$ cat src/rgbaps_pkg.sv
`timescale 1ns / 1ps
// ============================================================================
// RGB activity pulse scheduler: shared package
// Word types, register indexes, slot constants and the colour table.
// ============================================================================
package rgbaps_pkg;

    localparam int          MS_W       = 16;
    localparam int          US_W       = 26;
    localparam int          COLOUR_W   = 3;
    localparam int          SLOT_W     = 4;
    localparam int          NUM_COLOUR = 8;
    localparam int          CFG_IDX_W  = 2;
    localparam int          CFG_DATA_W = 16;

    localparam logic [SLOT_W-1:0] IDLE_SLOT = 4'd8;
    localparam logic [SLOT_W:0]   NUM_SLOTS = 5'd9;
    localparam logic [9:0]        US_PER_MS = 10'd1000;

    localparam logic [US_W-1:0]     RST_PULSE_US  = 26'd50000;
    localparam logic [US_W-1:0]     RST_IDLE_US   = 26'd50000;
    localparam logic [COLOUR_W-1:0] RST_IDLE_COL  = 3'd0;

    typedef enum logic [CFG_IDX_W-1:0] {
        REG_PULSE_MS    = 2'd0,
        REG_IDLE_GAP_MS = 2'd1,
        REG_IDLE_COLOR  = 2'd2,
        REG_ON_LEVEL    = 2'd3
    } reg_idx_t;

    typedef struct packed {
        logic                pulse_req;
        logic [COLOUR_W-1:0] pulse_color;
    } req_t;

    typedef struct packed {
        logic              pin_red;
        logic              pin_green;
        logic              pin_blue;
        logic              changed;
        logic [SLOT_W-1:0] active_slot;
    } res_t;

    typedef struct packed {
        logic [US_W-1:0]     pulse_us;
        logic [US_W-1:0]     idle_us;
        logic [COLOUR_W-1:0] idle_color;
        logic                on_level;
        logic                idle_write;
    } cfg_t;

    // channel bits: bit 0 red, bit 1 green, bit 2 blue
    function automatic logic [2:0] colour_rgb(input logic [COLOUR_W-1:0] colour);
        logic [2:0] rgb;
        unique case (colour)
            3'd0:    rgb = 3'b000;
            3'd1:    rgb = 3'b001;
            3'd2:    rgb = 3'b010;
            3'd3:    rgb = 3'b100;
            3'd4:    rgb = 3'b011;
            3'd5:    rgb = 3'b110;
            3'd6:    rgb = 3'b101;
            default: rgb = 3'b111;
        endcase
        return rgb;
    endfunction

    function automatic logic [US_W-1:0] ms_to_us(input logic [MS_W-1:0] ms);
        return US_W'(ms) * US_W'(US_PER_MS);
    endfunction

endpackage

$ cat src/rgbaps_cfg.sv
`timescale 1ns / 1ps
// ============================================================================
// RGB activity pulse scheduler: configuration registers
// Holds slot lengths (kept in microseconds), idle colour and pin polarity.
// ============================================================================
module rgbaps_cfg
(
    input  logic                                 clk,
    input  logic                                 rst_n,
    input  logic                                 cfg_we,
    input  logic [rgbaps_pkg::CFG_IDX_W-1:0]     cfg_index,
    input  logic [rgbaps_pkg::CFG_DATA_W-1:0]    cfg_data,
    output rgbaps_pkg::cfg_t                     cfg
);

    logic [rgbaps_pkg::US_W-1:0]     pulse_us_reg,   pulse_us_next;
    logic [rgbaps_pkg::US_W-1:0]     idle_us_reg,    idle_us_next;
    logic [rgbaps_pkg::COLOUR_W-1:0] idle_color_reg, idle_color_next;
    logic                            on_level_reg,   on_level_next;
    rgbaps_pkg::reg_idx_t            idx;

    always_comb
    begin
        idx             = rgbaps_pkg::reg_idx_t'(cfg_index);
        pulse_us_next   = pulse_us_reg;
        idle_us_next    = idle_us_reg;
        idle_color_next = idle_color_reg;
        on_level_next   = on_level_reg;
        if (cfg_we)
        begin
            unique case (idx)
                rgbaps_pkg::REG_PULSE_MS:
                    pulse_us_next = rgbaps_pkg::ms_to_us(cfg_data);
                rgbaps_pkg::REG_IDLE_GAP_MS:
                    idle_us_next = rgbaps_pkg::ms_to_us(cfg_data);
                rgbaps_pkg::REG_IDLE_COLOR:
                    idle_color_next = cfg_data[rgbaps_pkg::COLOUR_W-1:0];
                rgbaps_pkg::REG_ON_LEVEL:
                    on_level_next = cfg_data[0];
            endcase
        end
    end

    always_ff @(posedge clk or negedge rst_n)
    begin
        if (!rst_n)
        begin
            pulse_us_reg   <= rgbaps_pkg::RST_PULSE_US;
            idle_us_reg    <= rgbaps_pkg::RST_IDLE_US;
            idle_color_reg <= rgbaps_pkg::RST_IDLE_COL;
            on_level_reg   <= 1'b1;
        end
        else
        begin
            pulse_us_reg   <= pulse_us_next;
            idle_us_reg    <= idle_us_next;
            idle_color_reg <= idle_color_next;
            on_level_reg   <= on_level_next;
        end
    end

    assign cfg.pulse_us   = pulse_us_reg;
    assign cfg.idle_us    = idle_us_reg;
    assign cfg.idle_color = idle_color_reg;
    assign cfg.on_level   = on_level_reg;
    assign cfg.idle_write = cfg_we && (idx == rgbaps_pkg::REG_IDLE_COLOR);

endmodule

$ cat src/rgbaps_core.sv
`timescale 1ns / 1ps
// ============================================================================
// RGB activity pulse scheduler: slot engine
// Pending bits, slot countdown and the round-robin search over nine slots.
// ============================================================================
module rgbaps_core
(
    input  logic             clk,
    input  logic             rst_n,
    input  logic             accept,
    input  rgbaps_pkg::req_t req,
    input  rgbaps_pkg::cfg_t cfg,
    output rgbaps_pkg::res_t res
);

    logic [rgbaps_pkg::NUM_COLOUR-1:0] pending_reg,      pending_next;
    logic [rgbaps_pkg::SLOT_W-1:0]     cur_slot_reg,     cur_slot_next;
    logic [rgbaps_pkg::US_W-1:0]       remaining_reg,    remaining_next;
    logic                              needs_update_reg, needs_update_next;
    logic [rgbaps_pkg::COLOUR_W-1:0]   shown_color_reg,  shown_color_next;

    logic                              hit;
    logic [rgbaps_pkg::NUM_COLOUR-1:0] pend_set;
    logic                              nu_set;
    logic [rgbaps_pkg::US_W-1:0]       rem_dec;
    logic                              run_search;
    logic                              found;
    logic [rgbaps_pkg::SLOT_W:0]       cand;
    logic [rgbaps_pkg::SLOT_W-1:0]     pick;
    logic [rgbaps_pkg::NUM_COLOUR-1:0] step_pending;
    logic [rgbaps_pkg::SLOT_W-1:0]     step_slot;
    logic [rgbaps_pkg::US_W-1:0]       step_remaining;
    logic                              step_nu;
    logic [rgbaps_pkg::COLOUR_W-1:0]   step_shown;
    logic [2:0]                        rgb;

    // round-robin pick: first pending slot after the current one, idle always pending
    always_comb
    begin
        found = 1'b0;
        pick  = rgbaps_pkg::IDLE_SLOT;
        cand  = '0;
        for (int k = 1; k <= 9; k++)
        begin
            cand = {1'b0, cur_slot_reg} + 5'(k);
            if (cand >= rgbaps_pkg::NUM_SLOTS)
            begin
                cand = cand - rgbaps_pkg::NUM_SLOTS;
            end
            if (!found && ((cand[rgbaps_pkg::SLOT_W-1:0] == rgbaps_pkg::IDLE_SLOT)
                           || pend_set[cand[2:0]]))
            begin
                found = 1'b1;
                pick  = cand[rgbaps_pkg::SLOT_W-1:0];
            end
        end
    end

    always_comb
    begin
        hit      = req.pulse_req && (req.pulse_color != cfg.idle_color);
        pend_set = pending_reg | (hit ? (8'b1 << req.pulse_color) : 8'b0);
        nu_set   = needs_update_reg | hit | cfg.idle_write;
        rem_dec  = (remaining_reg != '0) ? remaining_reg - 26'd1 : remaining_reg;
        run_search = (rem_dec == '0)
                     && !((cur_slot_reg == rgbaps_pkg::IDLE_SLOT) && !nu_set);

        step_pending   = pend_set;
        step_slot      = cur_slot_reg;
        step_remaining = rem_dec;
        step_nu        = nu_set;
        step_shown     = shown_color_reg;
        if (run_search)
        begin
            step_slot = pick;
            if (pick != rgbaps_pkg::IDLE_SLOT)
            begin
                step_pending   = pend_set & ~(8'b1 << pick[2:0]);
                step_shown     = pick[2:0];
                step_remaining = cfg.pulse_us;
            end
            else
            begin
                if (cur_slot_reg == rgbaps_pkg::IDLE_SLOT)
                begin
                    step_nu = 1'b0;
                end
                step_shown     = cfg.idle_color;
                step_remaining = cfg.idle_us;
            end
        end

        if (accept)
        begin
            pending_next      = step_pending;
            cur_slot_next     = step_slot;
            remaining_next    = step_remaining;
            needs_update_next = step_nu;
            shown_color_next  = step_shown;
        end
        else
        begin
            pending_next      = pending_reg;
            cur_slot_next     = cur_slot_reg;
            remaining_next    = remaining_reg;
            needs_update_next = needs_update_reg | cfg.idle_write;
            shown_color_next  = shown_color_reg;
        end

        rgb = rgbaps_pkg::colour_rgb(step_shown) ^ {3{~cfg.on_level}};
        res.pin_red     = rgb[0];
        res.pin_green   = rgb[1];
        res.pin_blue    = rgb[2];
        res.changed     = run_search;
        res.active_slot = step_slot;
    end

    always_ff @(posedge clk or negedge rst_n)
    begin
        if (!rst_n)
        begin
            pending_reg      <= '0;
            cur_slot_reg     <= rgbaps_pkg::IDLE_SLOT;
            remaining_reg    <= '0;
            needs_update_reg <= 1'b1;
            shown_color_reg  <= '0;
        end
        else
        begin
            pending_reg      <= pending_next;
            cur_slot_reg     <= cur_slot_next;
            remaining_reg    <= remaining_next;
            needs_update_reg <= needs_update_next;
            shown_color_reg  <= shown_color_next;
        end
    end

endmodule

$ cat src/rgb_activity_pulse_scheduler_top.sv
`timescale 1ns / 1ps
// ============================================================================
// RGB activity pulse scheduler: top level
// Takes one tick word per microsecond and returns one pin word per tick.
// ============================================================================
// Each accepted tick word yields exactly one result word in the next cycle; a
// new tick word is taken in every cycle while the result register is empty or
// being drained. Throughput is one word per clock while the far side does not
// stall, as the countdown and nine-slot round-robin search in the slot engine
// are combinational. Slot lengths are converted to microseconds when written,
// so a new length applies from the next slot loaded after the write.
module rgb_activity_pulse_scheduler_top
(
    input  logic                              clk,
    input  logic                              rst_n,
    input  logic                              req_valid,
    output logic                              req_stall,
    input  rgbaps_pkg::req_t                  req_word,
    output logic                              res_valid,
    input  logic                              res_stall,
    output rgbaps_pkg::res_t                  res_word,
    input  logic                              cfg_we,
    input  logic [rgbaps_pkg::CFG_IDX_W-1:0]  cfg_index,
    input  logic [rgbaps_pkg::CFG_DATA_W-1:0] cfg_data
);

    rgbaps_pkg::cfg_t cfg;
    rgbaps_pkg::res_t res_step;
    logic             accept;
    logic             res_valid_reg, res_valid_next;
    rgbaps_pkg::res_t res_word_reg,  res_word_next;

    rgbaps_cfg u_cfg
    (
        .clk       (clk),
        .rst_n     (rst_n),
        .cfg_we    (cfg_we),
        .cfg_index (cfg_index),
        .cfg_data  (cfg_data),
        .cfg       (cfg)
    );

    rgbaps_core u_core
    (
        .clk    (clk),
        .rst_n  (rst_n),
        .accept (accept),
        .req    (req_word),
        .cfg    (cfg),
        .res    (res_step)
    );

    // hold the result word while the far side stalls
    assign req_stall = res_valid_reg && res_stall;
    assign accept    = req_valid && !req_stall;

    always_comb
    begin
        res_valid_next = accept || (res_valid_reg && res_stall);
        res_word_next  = accept ? res_step : res_word_reg;
    end

    always_ff @(posedge clk or negedge rst_n)
    begin
        if (!rst_n)
        begin
            res_valid_reg <= 1'b0;
        end
        else
        begin
            res_valid_reg <= res_valid_next;
        end
    end

    always_ff @(posedge clk)
    begin
        res_word_reg <= res_word_next;
    end

    assign res_valid = res_valid_reg;
    assign res_word  = res_word_reg;

    a_stall_only_when_full: assert property (@(posedge clk) disable iff (!rst_n)
        req_stall |-> (res_valid && res_stall))
        else $error("input stalled without a held result word");

    a_slot_in_range: assert property (@(posedge clk) disable iff (!rst_n)
        res_valid |-> (res_word.active_slot <= rgbaps_pkg::IDLE_SLOT))
        else $error("active slot out of range");

    a_colour_start_pins: assert property (@(posedge clk) disable iff (!rst_n)
        (accept && res_step.changed && (res_step.active_slot != rgbaps_pkg::IDLE_SLOT))
        |-> ({res_step.pin_blue, res_step.pin_green, res_step.pin_red} ==
             (rgbaps_pkg::colour_rgb(res_step.active_slot[2:0]) ^ {3{~cfg.on_level}})))
        else $error("colour slot started with wrong pin levels");

endmodule
$ cat config.mk
export PLATFORM = sky130hd
export DESIGN_NAME = rgb_activity_pulse_scheduler_top
export DESIGN_NICKNAME = d
export VERILOG_FILES = /design/src/rgbaps_pkg.sv /design/src/rgbaps_cfg.sv /design/src/rgbaps_core.sv /design/src/rgb_activity_pulse_scheduler_top.sv
export SDC_FILE = /design/constraint.sdc
export NUM_CORES = 1
export LEC_CHECK = 0
export ABC_CLOCK_PERIOD_IN_PS = 9900
export BUFFER_PORTS_ARGS = -buffer_cell sky130_fd_sc_hd__buf_4
export CORE_AREA = 2 2 134 136
export CTS_CLUSTER_SIZE = 10
export DETAILED_ROUTE_END_ITERATION = 7
export DIE_AREA = 0 0 136 138
export GPL_TIMING_DRIVEN = 0
export PLACE_DENSITY = 0.89
export SETUP_SLACK_MARGIN = 0.1
export SLEW_MARGIN = 20
export SYNTH_ARGS = -nofsm -noshare
export SYNTH_HDL_FRONTEND = slang
export SYNTH_SLANG_ARGS = --single-unit
$ cat constraint.sdc
create_clock -name clk -period 9.9 [get_ports clk]
set_input_delay 1.485 -clock clk [delete_from_list [all_inputs] [get_ports clk]]
set_output_delay 1.485 -clock clk [all_outputs]
set_load 0.005 [all_outputs]
* Yosys cells after proc, flatten, opt, wreduce, memory -nomap -nowiden
Index checks and enable logic that the tools add are counted.
** Word-level totals
- Register bits :: 101
- Input bits :: 27
- Output and inout bits :: 10
- Word-level logic and storage cells :: 185
** Cells by class
- Add/sub/neg operators :: 19
- Multipliers :: 1
- Magnitude comparators :: 18
- Eq/ne operators :: 21
- Shift operators :: 2
- Mux-type cells :: 58
- Bitwise logic cells :: 8
- Reduce and logical (&&, ||, !) cells :: 43
** Operators with widths (number)
- $mux W26 :: 3
- $mux W4 :: 19
- $ge A5 B4 Y1 const B :: 9
- $eq A4 B4 Y1 const B :: 10
- $lt A3 B4 Y1 const B :: 9
- $sub A4 B4 Y4 const B :: 9
- $bmux W1 S3 :: 9
- $logic_not A26 Y1 :: 1
- $reduce_bool A26 Y1 :: 1
- $sub A26 B1 Y26 const B :: 1
- $mux W8 :: 3
- $mul A16 B7 Y23 const B :: 1
- $mux W1 :: 21
- $pmux W3 S7 :: 1
- $add A4 B3 Y5 const B :: 4
- $shl A1 B3 Y8 const A :: 2
- $logic_and A1 B1 Y1 :: 14
- $logic_not A1 Y1 :: 11
- $add A4 B2 Y5 const B :: 2
- $add A4 B4 Y5 const B :: 2
- $logic_or A1 B1 Y1 :: 10
- $eq A3 B3 Y1 const B :: 3
- $and A8 B8 Y8 :: 1
- $not A8 Y8 :: 1
- 15 further kinds :: 23

* Longest topological paths before layout
- Word-level depth :: 38
- Mapped depth :: 21
- Gate-level depth less buffers :: 21

* Modules after synthesis
A second synthesis with hierarchy kept.
** Second synthesis, totals
- Cell total of the unflattened synthesis :: 1379
- Area total of the unflattened synthesis :: 11747.5 sq um
** By module, submodules not included
- rgbaps_core :: instances 1, cells an instance 883, area each 6766.5 sq um, sequential area each 1053.5 sq um
- rgbaps_cfg :: instances 1, cells an instance 484, area each 4690.7 sq um, sequential area each 1267.5 sq um
- rgb_activity_pulse_scheduler_top :: instances 1, cells an instance 12, area each 290.3 sq um, sequential area each 265.3 sq um

* Worst setup path before layout
No wires, ideal clock.
- Path kind :: input -> register
- Start :: in cfg_data[0] (netlist name)
- End :: reg u_cfg.idle_us_reg[25] (netlist name)
- Setup time :: 0.139 ns
- Arrival :: 6.039 ns
- Required time :: 9.761 ns
- Path slack :: 3.722 ns
- Stages :: 20
- Buffers on the path :: 0
- Cell sequence :: fa_1 inv_1 fa_1 fa_1 inv_1 fa_1 ha_1 inv_1 o21bai_1 a21oi_1 o21bai_1 a21oi_1 o21ai_0 o41ai_1 o211ai_1 o31ai_1 a221oi_1 a21oi_1 xnor2_1 o21ai_0
** Between the ends
- Cells in the longest elaborated chain, start to end :: 1
** RTL lines
- start, declared :: RTL line rgb_activity_pulse_scheduler_top.sv:24 : input logic [rgbaps_pkg::CFG_DATA_W-1:0] cfg_data
- $mul A16 B7 Y23 :: RTL line rgbaps_pkg.sv:69 : return US_W'(ms) * US_W'(US_PER_MS);
- end signal, assigned :: RTL line rgbaps_cfg.sv:49 : idle_us_reg <= rgbaps_pkg::RST_IDLE_US;
- end signal, assigned :: RTL line rgbaps_cfg.sv:56 : idle_us_reg <= idle_us_next;
- end, declared :: RTL line rgbaps_cfg.sv:17 : logic [rgbaps_pkg::US_W-1:0] idle_us_reg, idle_us_next;
Every way passes these cells.
A chain may end at the register's enable or synchronous reset.

* Final worst setup path
- Start :: in cfg_data[0] (netlist name)
- End :: reg u_cfg.pulse_us_reg[25] (netlist name)
** Between the ends
- Cells in the longest elaborated chain, start to end :: 1
** RTL lines
- $mul A16 B7 Y23 :: RTL line rgbaps_pkg.sv:69
- end signal, assigned :: RTL line rgbaps_cfg.sv:48 : pulse_us_reg <= rgbaps_pkg::RST_PULSE_US;
- end signal, assigned :: RTL line rgbaps_cfg.sv:55 : pulse_us_reg <= pulse_us_next;
- end, declared :: RTL line rgbaps_cfg.sv:16 : logic [rgbaps_pkg::US_W-1:0] pulse_us_reg, pulse_us_next;
Every way passes these cells.

==> metrics.md <==
| Metric | Value |
|---|---|
| Status | `complete, no violations` |
| Syn Nets | `1310` |
| Routed vias/inst | `6.64` |
| Global-route wire length before repair | `47700 µm` |
| FP Rows | `49` |
| Synthesized cell area | `10500 µm²` |
| Max-slew violations | `0` |
| CP Launch Type | `input port` |
| CP required | `10.11 ns` |
| Syn Inst Count | `1152` |
| Largest cells by area after synthesis | `dfrtp_1 19%, fa_1 10%, ha_1 9.2%, o21ai_0 4.3%, nand2_1 3.9%` |
| Initial antenna violation count | `0` |
| Synthesized flop and latch total | `101` |
| DRT Pass-1 Iters | `7` |
| Final antenna-violating net count | `0` |
| Worst-path fanout max | `8` |
| Ys flop type | `dfrtp_1` |
| Dpl hpwl | `23300 µm` |
| Post-place setup slack | `2.89 ns` |
| Largest net degree at the start of global routing | `94` |
| RSZ-0062 raised after global routing | `no` |
| Total GRT Usage | `32.1%` |
| Routability Congestion | `0.999` |
| Final Hold Viols | `0` |
| Initial Util | `59.7%` |
| Worst Path Arrival | `6.88 ns` |
| Fmax | `150 MHz` |
| Final wirelength | `29600 µm` |
| Post-CTS Setup Inserts | `0` |
| Worst clock skew | `0.00790 ns` |
| Post-synth ARST share | `92.1%` |
| Top cell type's share of synthesized area | `18.7%` |
| Final Worst Setup Slack | `3.24 ns` |
| Number of flops mapped to enable cells by yosys | `8` |
| Post-CTS Hold Buffers | `0` |
| PD cells | `200 nW/µm²` |
| Ys Warns | `0` |
| IO Pins | `37` |
| Worst-Skew Late Latency | `0.36 ns` |
| # resized after CTS | `0` |
| Core box area | `17500 µm²` |
| Worst-case clock buffer depth | `2` |
| Post-synth top area cell | `dfrtp_1` |
| DIE AREA | `18800 µm²` |
| Nets | `1357` |
| Min Clock Period, post-route | `6.66 ns` |
| Distinct cells, synth | `102` |
| CTS tree | `built` |
| Fin Setup TNS | `0 ns` |
| Crit end category | `flip-flop` |
| Peak supply drop | `0.181 mV` |
| Remaining DRCs | `0` |
| Max_slew headroom | `33.7%` |
| Drt first-iter violations | `1109` |
| Syn Area/Cell | `9.08 µm²` |
| Slew @ Worst Pin | `0.980 ns` |
| Antenna fix cells | `0` |
| Final design area excluding fillers | `11300 µm²` |
| CTS root buf | `clkbuf_16` |
| Vias | `9509` |
| Max-cap violations | `0` |
| GR Overflow Total | `0` |
| Clock tree sinks | `101` |
| Vias in the first global route | `9292` |
| Num CTS Buffers | `9` |
| Die X | `136 µm` |
| Final worst path period share | `67.3%` |
| Die span in y | `138 µm` |
| Hold crit path type | `reg2reg` |
| Clk slew on worst S/H paths | `0.07 ns` |
| Fillers | `1431` |
| Share of cells above drive strength 1 | `12.5%` |
| Drt wl/cell | `20.7 µm` |
| Final setup vio count | `0` |
| H-Tree Depth | `3` |
| Kind of critical path | `in2reg` |
| Placed cell areas | `11000 µm²` |
| Area delta synth->final | `8.18%` |
| IO Port Bufs | `36` |
| Post-synthesis sequential area ratio | `24.7%` |
| Max reg flops | `26` |
| Leakage Power | `4.72 nW` |
==> power breakdown <==
group	internal, mW	switching [mW]	leakage (nW)
Sequential	0.556	0.0878	1.19
Combinational	0.516	0.754	3.39
Clock	0.183	0.167	0.143
==> final cells by class <==
cell class | count | area, µm² | area share, %
Timing Repair Buffer | 36 | 274 | 2.42
Multi-Input combinational cell | 952 | 7450 | 65.8
Buffer | 52 | 256 | 2.27
Sequential cell | 101 | 2590 | 22.8
Clock inverter | 5 | 46.3 | 0.409
Clock buffer | 11 | 243 | 2.14
Inverter | 47 | 176 | 1.56
Tap cell | 229 | 287 | 2.53
==> kinds of logic (layout without fill, tap and decap cells) <==
kind of cell	Yosys count	in the layout	share of synthesized area, %
and+or+nand+nor	380	380	18.6
AOI/OAI and AO/OA	316	316	21.0
adders and majority gates	132	132	19.6
DFF	101	101	24.7
buffers and inverters	99	151	4.14
muxes	67	67	7.13
xor gates and xnor gates	57	57	4.77
==> worst max-delay path, stage by stage <==
cell	delay, ns
buf_4	0.17
fa_1	0.59
inv_1	0.07
fa_1	0.48
fa_1	0.51
inv_1	0.06
fa_1	0.47
ha_1	0.33
inv_1	0.09
o21bai_1	0.07
a21oi_1	0.24
o21bai_1	0.10
a21oi_1	0.21
o21ai_0	0.16
o41ai_1	0.57
o211ai_1	0.22
o31ai_1	0.42
a221oi_1	0.15
a21oi_1	0.20
xnor2_1	0.17
o21ai_0	0.12
==> layer usage <==
metal	global-route usage, %	vias to the layer above	wire length [µm]
li1	-	4320	-
met1	39.9	4564	11200
met2	54.8	507	14700
met3	4.55	118	2170
met4	15.1	0	1550
met5	0	-	0
==> placed cells by master, fill, tap and decap left out, types with 8 or more instances in the layout <==
| cell type | n |
|---|---|
| nand2_1 | 109 |
| dfstp_2 | 15 |
| xor2_1 | 21 |
| and3_1 | 9 |
| clkbuf_16 | 9 |
| a21o_1 | 11 |
| a21oi_1 | 57 |
| xnor2_1 | 36 |
| nand3_1 | 41 |
| o31ai_1 | 11 |
| o21ai_0 | 90 |
| nand2b_1 | 13 |
| mux2_2 | 23 |
| nand4_1 | 11 |
| nor4_1 | 13 |
| ha_1 | 77 |
| a31oi_1 | 22 |
| nor2_1 | 72 |
| a211oi_1 | 14 |
| mux2i_1 | 28 |
| buf_4 | 36 |
| edfxtp_1 | 8 |
| nor2b_1 | 11 |
| o21bai_1 | 8 |
| and2_1 | 14 |
| mux2_1 | 13 |
| dfrtp_1 | 78 |
| inv_1 | 46 |
| clkbuf_1 | 32 |
| buf_2 | 12 |
| fa_1 | 54 |
| nand3b_1 | 11 |
| nor3_1 | 30 |
==> cells in the mapped netlist, drive strengths merged, types with 28 or more instances <==
library cell / instances
mux2: 37
ha: 77
o21ai: 92
nand2: 110
xnor2: 36
dfrtp: 78
inv: 46
a21oi: 58
nand3: 42
mux2i: 28
nor3: 32
nor2: 73
clkbuf: 31
fa: 54
==> metrics by stage <==
step           cells  total power, mW  util [%]  hold slack (ns)
2_1_floorplan   1152             1.56         -            0.443
3_3_place_gp    1417             1.83      62.9            0.453
3_5_place_dp    1417             1.90      62.9            0.466
4_1_cts         1433             2.25      64.5            0.483
5_1_grt         1433             2.45      64.6            0.503
6_report        1433             2.26      64.6            0.479
==> final timing paths <==
kind,cells past startpoint,endpoint,startpoint,slack [ns]
max,21,u_cfg.pulse_us_reg[25],cfg_data[0],3.24
min,2,u_cfg.idle_us_reg[24],u_cfg.idle_us_reg[24],0.48
max reg2reg,19,u_core.remaining_reg[19],u_core.cur_slot_reg[2],3.70
min reg2reg,2,u_cfg.idle_us_reg[24],u_cfg.idle_us_reg[24],0.48
max in group asynchronous,1,u_cfg.idle_us_reg[5],rst_n,8.13
min in group asynchronous,1,u_core.remaining_reg[16],rst_n,1.21
Note: power is estimated with default switching activity, not from simulation.
